## src/rtl/pol_pkg.sv

```systemverilog
// Shared types and constants for the positional ordered list.
package pol_pkg;

  // Default sizing
  localparam int DEPTH_DEF      = 64;
  localparam int ELEM_WIDTH_DEF = 32;

  // Fixed port field widths
  localparam int KIND_W   = 3;
  localparam int POS_W    = 7;
  localparam int VAL_W    = 32;
  localparam int STATUS_W = 2;
  localparam int IN_TDATA_W  = 40;
  localparam int OUT_TDATA_W = 56;

  // Request kinds
  typedef enum logic [KIND_W-1:0] {
    KIND_INSERT = 3'd0,
    KIND_DELETE = 3'd1,
    KIND_GET    = 3'd2,
    KIND_LOCATE = 3'd3,
    KIND_CLEAR  = 3'd4
  } kind_t;

  // Result status codes
  typedef enum logic [STATUS_W-1:0] {
    STAT_OK      = 2'd0,
    STAT_BAD_POS = 2'd1,
    STAT_FULL    = 2'd2,
    STAT_EMPTY   = 2'd3
  } status_t;

  // Walk flavors over the element memory
  typedef enum logic [2:0] {
    MODE_NONE,
    MODE_UP,
    MODE_DOWN,
    MODE_READ,
    MODE_FIND
  } mode_t;

  // Sequencer states
  typedef enum logic [1:0] {
    ST_IDLE,
    ST_WALK,
    ST_PUT,
    ST_FIN
  } state_t;

endpackage

```

## src/rtl/pol_ram.sv

```systemverilog
// Generic simple dual-port RAM with registered read.
module pol_ram #(
  parameter int WIDTH = 32,
  parameter int DEPTH = 64
) (
  input  logic                     clk,
  input  logic                     we,
  input  logic [$clog2(DEPTH)-1:0] waddr,
  input  logic [WIDTH-1:0]         wdata,
  input  logic                     re,
  input  logic [$clog2(DEPTH)-1:0] raddr,
  output logic [WIDTH-1:0]         rdata
);

  logic [WIDTH-1:0] mem [DEPTH];

  // Write port and registered read port
  always_ff @(posedge clk) begin
    if (we) begin
      mem[waddr] <= wdata;
    end
    if (re) begin
      rdata <= mem[raddr];
    end
  end

endmodule

```

## src/rtl/positional_ordered_list.sv

```systemverilog
// Insert, delete and locate walk the RAM one entry a cycle, and an insert that moves entries
// ends with a PUT state that writes the new value; get reads a single entry, while rejected
// requests and clear skip the RAM. Throughput: one word at a time, the RAM read port sets
// the walk rate; a new word is taken once the sequencer is idle, even while the previous
// result still waits on the output register.
// Reset: rst (synchronous) empties the list; RAM contents are not cleared.
module positional_ordered_list #(
  parameter int DEPTH      = pol_pkg::DEPTH_DEF,
  parameter int ELEM_WIDTH = pol_pkg::ELEM_WIDTH_DEF
) (
  input  logic                               clk,
  input  logic                               rst,
  input  logic                               s_axis_tvalid,
  output logic                               s_axis_tready,
  // [6:0] position, [38:7] value, [39] zero
  input  logic [pol_pkg::IN_TDATA_W-1:0]     s_axis_tdata,
  // [2:0] kind
  input  logic [pol_pkg::KIND_W-1:0]         s_axis_tuser,
  output logic                               m_axis_tvalid,
  input  logic                               m_axis_tready,
  // [1:0] status, [33:2] out_value, [40:34] found_position, [47:41] count,
  // [48] empty_flag, [55:49] zero
  output logic [pol_pkg::OUT_TDATA_W-1:0]    m_axis_tdata
);

  localparam int AW = $clog2(DEPTH);
  localparam int CW = $clog2(DEPTH + 1);
  localparam int XW = ((CW > pol_pkg::POS_W) ? CW : pol_pkg::POS_W) + 1;

  // Input fields
  logic [pol_pkg::POS_W-1:0] in_pos;
  logic [pol_pkg::VAL_W-1:0] in_val;
  logic                      in_fire;
  logic [XW-1:0]             pos_x;
  logic [XW-1:0]             cnt_x;

  assign in_pos  = s_axis_tdata[pol_pkg::POS_W-1:0];
  assign in_val  = s_axis_tdata[pol_pkg::POS_W +: pol_pkg::VAL_W];
  assign in_fire = s_axis_tvalid && s_axis_tready;
  assign pos_x   = XW'(in_pos);

  // Control state
  pol_pkg::state_t state, state_next;
  logic [CW-1:0]   count;
  logic [CW-1:0]   left;
  logic            rv;

  // Work registers
  pol_pkg::mode_t   mode;
  pol_pkg::status_t status;
  logic [AW-1:0]    addr;
  logic [AW-1:0]    raddr_q;
  logic [AW-1:0]    first_addr;
  logic [ELEM_WIDTH-1:0] val;
  logic [ELEM_WIDTH-1:0] outv;
  logic [CW-1:0]    found;
  logic             hit;
  logic [CW-1:0]    cnt_new;

  // Output register
  logic                      o_valid;
  logic [pol_pkg::STATUS_W-1:0] o_status;
  logic [pol_pkg::VAL_W-1:0] o_value;
  logic [pol_pkg::POS_W-1:0] o_found;
  logic [pol_pkg::POS_W-1:0] o_count;
  logic                      o_empty;

  // RAM ports
  logic                  ram_we;
  logic [AW-1:0]         ram_waddr;
  logic [ELEM_WIDTH-1:0] ram_wdata;
  logic                  ram_re;
  logic [ELEM_WIDTH-1:0] ram_rdata;

  assign cnt_x = XW'(count);

  // Request decode at accept
  pol_pkg::mode_t   mode_dec;
  pol_pkg::status_t status_dec;
  logic [CW-1:0]    left_dec;
  logic [AW-1:0]    addr_dec;
  logic [CW-1:0]    cnt_dec;
  logic [XW-1:0]    span_x;

  always_comb begin
    span_x     = cnt_x - pos_x + XW'(1);
    mode_dec   = pol_pkg::MODE_NONE;
    status_dec = pol_pkg::STAT_OK;
    left_dec   = '0;
    addr_dec   = '0;
    cnt_dec    = count;
    case (s_axis_tuser)
      pol_pkg::KIND_INSERT: begin
        if (in_pos == '0 || pos_x > cnt_x + XW'(1)) begin
          status_dec = pol_pkg::STAT_BAD_POS;
        end else if (cnt_x >= XW'(DEPTH)) begin
          status_dec = pol_pkg::STAT_FULL;
        end else begin
          mode_dec = pol_pkg::MODE_UP;
          left_dec = CW'(span_x);
          addr_dec = AW'(cnt_x - XW'(1));
          cnt_dec  = count + CW'(1);
        end
      end
      pol_pkg::KIND_DELETE: begin
        if (count == '0) begin
          status_dec = pol_pkg::STAT_EMPTY;
        end else if (in_pos == '0 || pos_x > cnt_x) begin
          status_dec = pol_pkg::STAT_BAD_POS;
        end else begin
          mode_dec = pol_pkg::MODE_DOWN;
          left_dec = CW'(span_x);
          addr_dec = AW'(pos_x - XW'(1));
          cnt_dec  = count - CW'(1);
        end
      end
      pol_pkg::KIND_GET: begin
        if (in_pos == '0 || pos_x > cnt_x) begin
          status_dec = pol_pkg::STAT_BAD_POS;
        end else begin
          mode_dec = pol_pkg::MODE_READ;
          left_dec = CW'(1);
          addr_dec = AW'(pos_x - XW'(1));
        end
      end
      pol_pkg::KIND_LOCATE: begin
        mode_dec = pol_pkg::MODE_FIND;
        left_dec = count;
      end
      pol_pkg::KIND_CLEAR: begin
        cnt_dec = '0;
      end
      default: begin
        cnt_dec = count;
      end
    endcase
  end

  // Walk progress
  logic walk_done;
  logic out_free;
  logic match;

  assign walk_done = (left == '0) && !rv;
  assign out_free  = !o_valid || m_axis_tready;
  assign match     = rv && (mode == pol_pkg::MODE_FIND) && !hit && (ram_rdata == val);

  // Next state
  always_comb begin
    state_next = state;
    case (state)
      pol_pkg::ST_IDLE: begin
        if (in_fire) begin
          state_next = (mode_dec == pol_pkg::MODE_NONE) ? pol_pkg::ST_FIN : pol_pkg::ST_WALK;
        end
      end
      pol_pkg::ST_WALK: begin
        if (walk_done) begin
          state_next = (mode == pol_pkg::MODE_UP) ? pol_pkg::ST_PUT : pol_pkg::ST_FIN;
        end
      end
      pol_pkg::ST_PUT: begin
        state_next = pol_pkg::ST_FIN;
      end
      pol_pkg::ST_FIN: begin
        if (out_free) begin
          state_next = pol_pkg::ST_IDLE;
        end
      end
      default: begin
        state_next = pol_pkg::ST_IDLE;
      end
    endcase
  end

  // Outputs: handshake and RAM control
  always_comb begin
    s_axis_tready = 1'b0;
    ram_re        = 1'b0;
    ram_we        = 1'b0;
    ram_waddr     = raddr_q;
    ram_wdata     = ram_rdata;
    case (state)
      pol_pkg::ST_IDLE: begin
        s_axis_tready = 1'b1;
      end
      pol_pkg::ST_WALK: begin
        ram_re = (left != '0);
        if (rv && mode == pol_pkg::MODE_UP) begin
          ram_we    = 1'b1;
          ram_waddr = raddr_q + AW'(1);
        end else if (rv && mode == pol_pkg::MODE_DOWN && raddr_q != first_addr) begin
          ram_we    = 1'b1;
          ram_waddr = raddr_q - AW'(1);
        end
      end
      pol_pkg::ST_PUT: begin
        ram_we    = 1'b1;
        ram_waddr = first_addr;
        ram_wdata = val;
      end
      default: begin
        s_axis_tready = 1'b0;
      end
    endcase
  end

  // Control registers
  always_ff @(posedge clk) begin
    if (rst) begin
      state   <= pol_pkg::ST_IDLE;
      count   <= '0;
      left    <= '0;
      rv      <= 1'b0;
      o_valid <= 1'b0;
    end else begin
      state <= state_next;
      if (state == pol_pkg::ST_FIN && out_free) begin
        o_valid <= 1'b1;
      end else if (m_axis_tready) begin
        o_valid <= 1'b0;
      end
      case (state)
        pol_pkg::ST_IDLE: begin
          rv <= 1'b0;
          if (in_fire) begin
            left <= left_dec;
          end
        end
        pol_pkg::ST_WALK: begin
          rv <= ram_re;
          if (match) begin
            left <= '0;
          end else if (left != '0) begin
            left <= left - CW'(1);
          end
        end
        pol_pkg::ST_FIN: begin
          if (out_free) begin
            count <= cnt_new;
          end
        end
        default: begin
          rv <= 1'b0;
        end
      endcase
    end
  end

  // Work and result payload
  always_ff @(posedge clk) begin
    if (state == pol_pkg::ST_IDLE && in_fire) begin
      mode       <= mode_dec;
      status     <= status_dec;
      addr       <= addr_dec;
      first_addr <= (mode_dec == pol_pkg::MODE_UP) ? AW'(pos_x - XW'(1)) : addr_dec;
      val        <= ELEM_WIDTH'(signed'(in_val));
      outv       <= '0;
      found      <= '0;
      hit        <= 1'b0;
      cnt_new    <= cnt_dec;
    end
    if (state == pol_pkg::ST_WALK) begin
      raddr_q <= addr;
      if (ram_re) begin
        addr <= (mode == pol_pkg::MODE_UP) ? addr - AW'(1) : addr + AW'(1);
      end
      if (rv && mode == pol_pkg::MODE_READ) begin
        outv <= ram_rdata;
      end
      if (rv && mode == pol_pkg::MODE_DOWN && raddr_q == first_addr) begin
        outv <= ram_rdata;
      end
      if (match) begin
        hit   <= 1'b1;
        found <= CW'(raddr_q) + CW'(1);
      end
    end
    if (state == pol_pkg::ST_FIN && out_free) begin
      o_status <= status;
      o_value  <= pol_pkg::VAL_W'(signed'(outv));
      o_found  <= pol_pkg::POS_W'(found);
      o_count  <= pol_pkg::POS_W'(cnt_new);
      o_empty  <= (cnt_new == '0);
    end
  end

  // Element memory
  pol_ram #(
    .WIDTH (ELEM_WIDTH),
    .DEPTH (DEPTH)
  ) u_store (
    .clk   (clk),
    .we    (ram_we),
    .waddr (ram_waddr),
    .wdata (ram_wdata),
    .re    (ram_re),
    .raddr (addr),
    .rdata (ram_rdata)
  );

  // Result word
  assign m_axis_tvalid = o_valid;
  assign m_axis_tdata  = {7'b0, o_empty, o_count, o_found, o_value, o_status};

endmodule

```

## config.mk

```make
export PLATFORM = sky130hd
export DESIGN_NAME = positional_ordered_list
export DESIGN_NICKNAME = d
export VERILOG_FILES = /design/src/rtl/pol_pkg.sv /design/src/rtl/pol_ram.sv /design/src/rtl/positional_ordered_list.sv
export SDC_FILE = /design/constraint.sdc
export NUM_CORES = 2
export LEC_CHECK = 0
export BUFFER_PORTS_ARGS = -buffer_cell sky130_fd_sc_hd__buf_2
export CORE_MARGIN = 2
export CORE_UTILIZATION = 48
export DETAILED_ROUTE_END_ITERATION = 8
export HOLD_SLACK_MARGIN = 0.15
export PLACE_DENSITY = 0.66
export SETUP_SLACK_MARGIN = 0.05
export SYNTH_ARGS = -nofsm -noshare
export SYNTH_HDL_FRONTEND = slang
export SYNTH_HIERARCHICAL = 1
export SYNTH_SLANG_ARGS = --single-unit
```

## constraint.sdc

```tcl
create_clock -name clk -period 4.81 [get_ports clk]
set_input_delay 0.962 -clock clk [delete_from_list [all_inputs] [get_ports clk]]
set_output_delay 0.962 -clock clk [all_outputs]
set_load 0.005 [all_outputs]
```

==> impl_metrics.toml <==
[outcome]
status = "finished clean"

[floorplanning]
core_um2 = 181000
die_h_um = 431
die_area_um2 = 186000
io_pins = 105
die_w_um = 431
num_rows = 156
start_util_pct = 48.4

[clocking]
clk_path_buf_depth = 3
cts_tree = "yes"
clk_latency_ns = 0.85
cts-root-buf = "clkbuf_16"
cts_made_buffers = 210
cts_resized = 0
cts.sinks = 2249
cts_setup_buffers = 0
postCtsHoldBufs = 0
cts_max_level = 4
clkTransAtPathRegs_ns = 0.07

[detailed_routing]
drt_iter0_markers = 5098
ant_nets = 0
vias_per_cell = 6.20
wl_per_cell_um = 30.9
route.met2.wl_mm = 100
drt-met1-wl_mm = 87.6
wl_met3_mm = 20.4
drt_wl_total_mm = 216
first_pass_iters = 6
top_layer = "met5"
dr_total_vias = 43300
route.detailed.drc = 0

[synthesis]
ys_top_cells_by_count = "edfxtp_1 (2185), mux4_2 (544), nor2_1 (172), nand2_1 (140), clkbuf_1 (107)"
syn_area_per_cell_um2 = 21.0
synth_top_cell_area_share_pct = 74.9
synth_cells = 4170
ys_seq_area_share_pct = 76.4
ys_seq_elements = 2249
synthFlopType = "edfxtp_1"
synth_cell_types = 78
synthTopCellsByArea = "edfxtp_1 (75%), mux4_2 (14%), dfxtp_1 (1.5%)"
syn-cell-area_um2 = 87600
synth_top_area_cell = "edfxtp_1"
ys_async_sr_fraction_pct = 0
yosys_warnings = 6
yosysMostFrequentCell = "edfxtp_1"
synth_edf_count = 2185

[min_path]
min_to = "val[1]"
min_path_type = "in -> reg"
min_path_cells = 1
hold_path_startpoint = "s_axis_tdata[8]"

[worst_setup_path]
r2r_end = "u_store/mem[29][19]"
crit_type = "reg -> reg"
crit_arrival_ns = 4.81
critPathRequiredTime_ns = 5.33
ff2ff_path_depth = 12
cp_max_fo = 32
cp-startpoint = "raddr_q[2]"
reg2reg_slack_ns = 0.52
worstSetupStartpointType = "flip-flop"
endpoint_kind = "flip-flop"
r2r_start = "raddr_q[2]"

[sta]
worst_slack_ns = 0.521
skew_ns = 0.0301
drv_slew = 0
tns_ns = 0
setup_viol = 0
grt_setup_unrepaired = "false"
slew_headroom_pct = 17.8
fin_crit_sh_pct = 89.2
holdWs_ns = 0.287
post-route-min-period_ns = 4.29
fmaxAchievable_mhz = 233
hold_viol = 0
worst_slew_pin_slew_ns = 1.23

[placement]
dp_hpwl_mm = 126
dp_slack_ns = 0.607
gp_congestion = 0.869
io_buffer_count = 96

[global_route]
grt_overflow_total = 0
antenna_found_initial = 6
grt_max_degree = 81
grt_usage_pct = 23.3
grt_pass1_vias = 42700
grt_first_pass_wirelength_mm = 308

[power]
power_mw = 59.5
p_per_area_nw_per_um2 = 598
p_leak_nw = 30.8
ir_drop_v = 0.000327

[run]
maxCapViolCount = 0

[layout]
fin_nets = 4531
drive_gt1_share_pct = 27.1
multiInputGateArea_um2 = 19900
fill_cells = 13500
area.growth.synth_to_final_pct = 13.5
ff_latch_area_um2 = 66900
flip-flops by register name (all words and copies together), names as in the netlist, 3 cells and up:
register	flops
mode	3
cnt_new	7
addr	6
left	7
raddr_q	6
u_store/rdata	32
o_found	7
outv	32
o_value	32
found	7
count	7
first_addr	6
val	32
o_count	7
u_store/mem	2048
final cells by class:
class / count / area share (%)
clock buffer: 273 / 5.76
sequential: 2249 / 67.3
inverter: 44 / 0.166
antenna: 5 / 0.0126
multi-input combinational: 1649 / 20.1
tap: 2370 / 2.98
timing repair buffer: 287 / 2.81
clock inverter: 113 / 0.939
layer usage:
metal | vias up | global-route usage, %
met3 | 323 | 4.71
met2 | 2006 | 35.5
met4 | 2 | 8.00
met1 | 23100 | 33.8
li1 | 17900 | -
met5 | - | 0
per-stage QoR:
stage | std cells | area (um^2) | utilization [%]
global route | 6985 | 99400 | 54.9
CTS | 6985 | 99400 | 54.9
finish | 6990 | 99400 | 54.9
global placement | 6599 | 92800 | 51.2
detailed placement | 6599 | 92800 | 51.2
floorplan | 4176 | 87600 | -
kinds of logic after synthesis:
family	Yosys count	share of synthesized area [%]
AO/OA/AOI/OAI	369	2.75
XOR/XNOR	64	0.640
flip-flops	2249	76.4
multiplexers	672	15.5
other	1	0.00428
adder cells (fa/ha/maj)	43	0.640
buffers and inverters	278	1.48
AND/OR/NAND/NOR	494	2.64
cells in the final DEF (no fill, tap or decap), types with 8 or more instances in the layout:
cell,synthesis,routed
a21oi_1,93,93
a221oi_1,12,12
a22oi_1,14,14
a311oi_1,8,8
a31oi_1,8,8
buf_12,0,70
buf_2,65,96
buf_4,33,121
bufinv_16,0,13
clkbuf_1,107,47
clkbuf_16,0,218
clkinv_1,2,50
clkinv_2,0,34
dfxtp_1,64,60
edfxtp_1,2185,2185
ha_1,40,39
inv_1,35,34
inv_2,7,9
mux2_2,33,33
mux2i_1,95,95
mux4_2,544,544
nand2_1,140,140
nand2b_1,16,14
nand3_1,33,33
nand3b_1,11,11
nand4_1,10,10
nor2_1,172,110
nor2_4,0,62
nor2b_1,20,20
nor3_1,28,26
nor4_1,18,18
o21ai_0,34,34
o21ai_1,22,22
o221ai_1,28,28
o22ai_1,91,91
or3_1,9,9
xnor2_1,21,21
xor2_1,43,43
critical path, cell delays in order, from the launching register on:
cell and delay, ns:
edfxtp_1 0.52, xor2_1 0.19, nor4_1 0.46, a311oi_2 0.27, a22oi_1 0.32, nand2_1 0.09, nand2_1 0.08, a22o_1 0.58
nor2b_1 0.27, nand3_1 0.34, buf_4 0.34, nor2_4 0.13, buf_12 0.30
where the power goes:
part | total (mW) | internal, mW | switching (mW) | leakage (nW)
registers | 25.7 | 25.0 | 0.647 | 20.2
logic | 17.7 | 5.97 | 11.8 | 7.36
clock network | 16.1 | 9.07 | 7.04 | 3.27
total | 59.5 | 40.1 | 19.4 | 30.8
how the worst max path moves through the flow:
stage                     endpoint  slack (ns)
3_3_place_gp   u_store/mem[29][11]        0.57
3_5_place_dp   u_store/mem[31][30]        0.61
2_1_floorplan   u_store/mem[39][0]        0.29
5_1_grt        u_store/mem[18][19]        0.23
4_1_cts        u_store/mem[29][19]        0.59
6_report       u_store/mem[29][19]        0.52
Power figures use the tool's default switching activity.
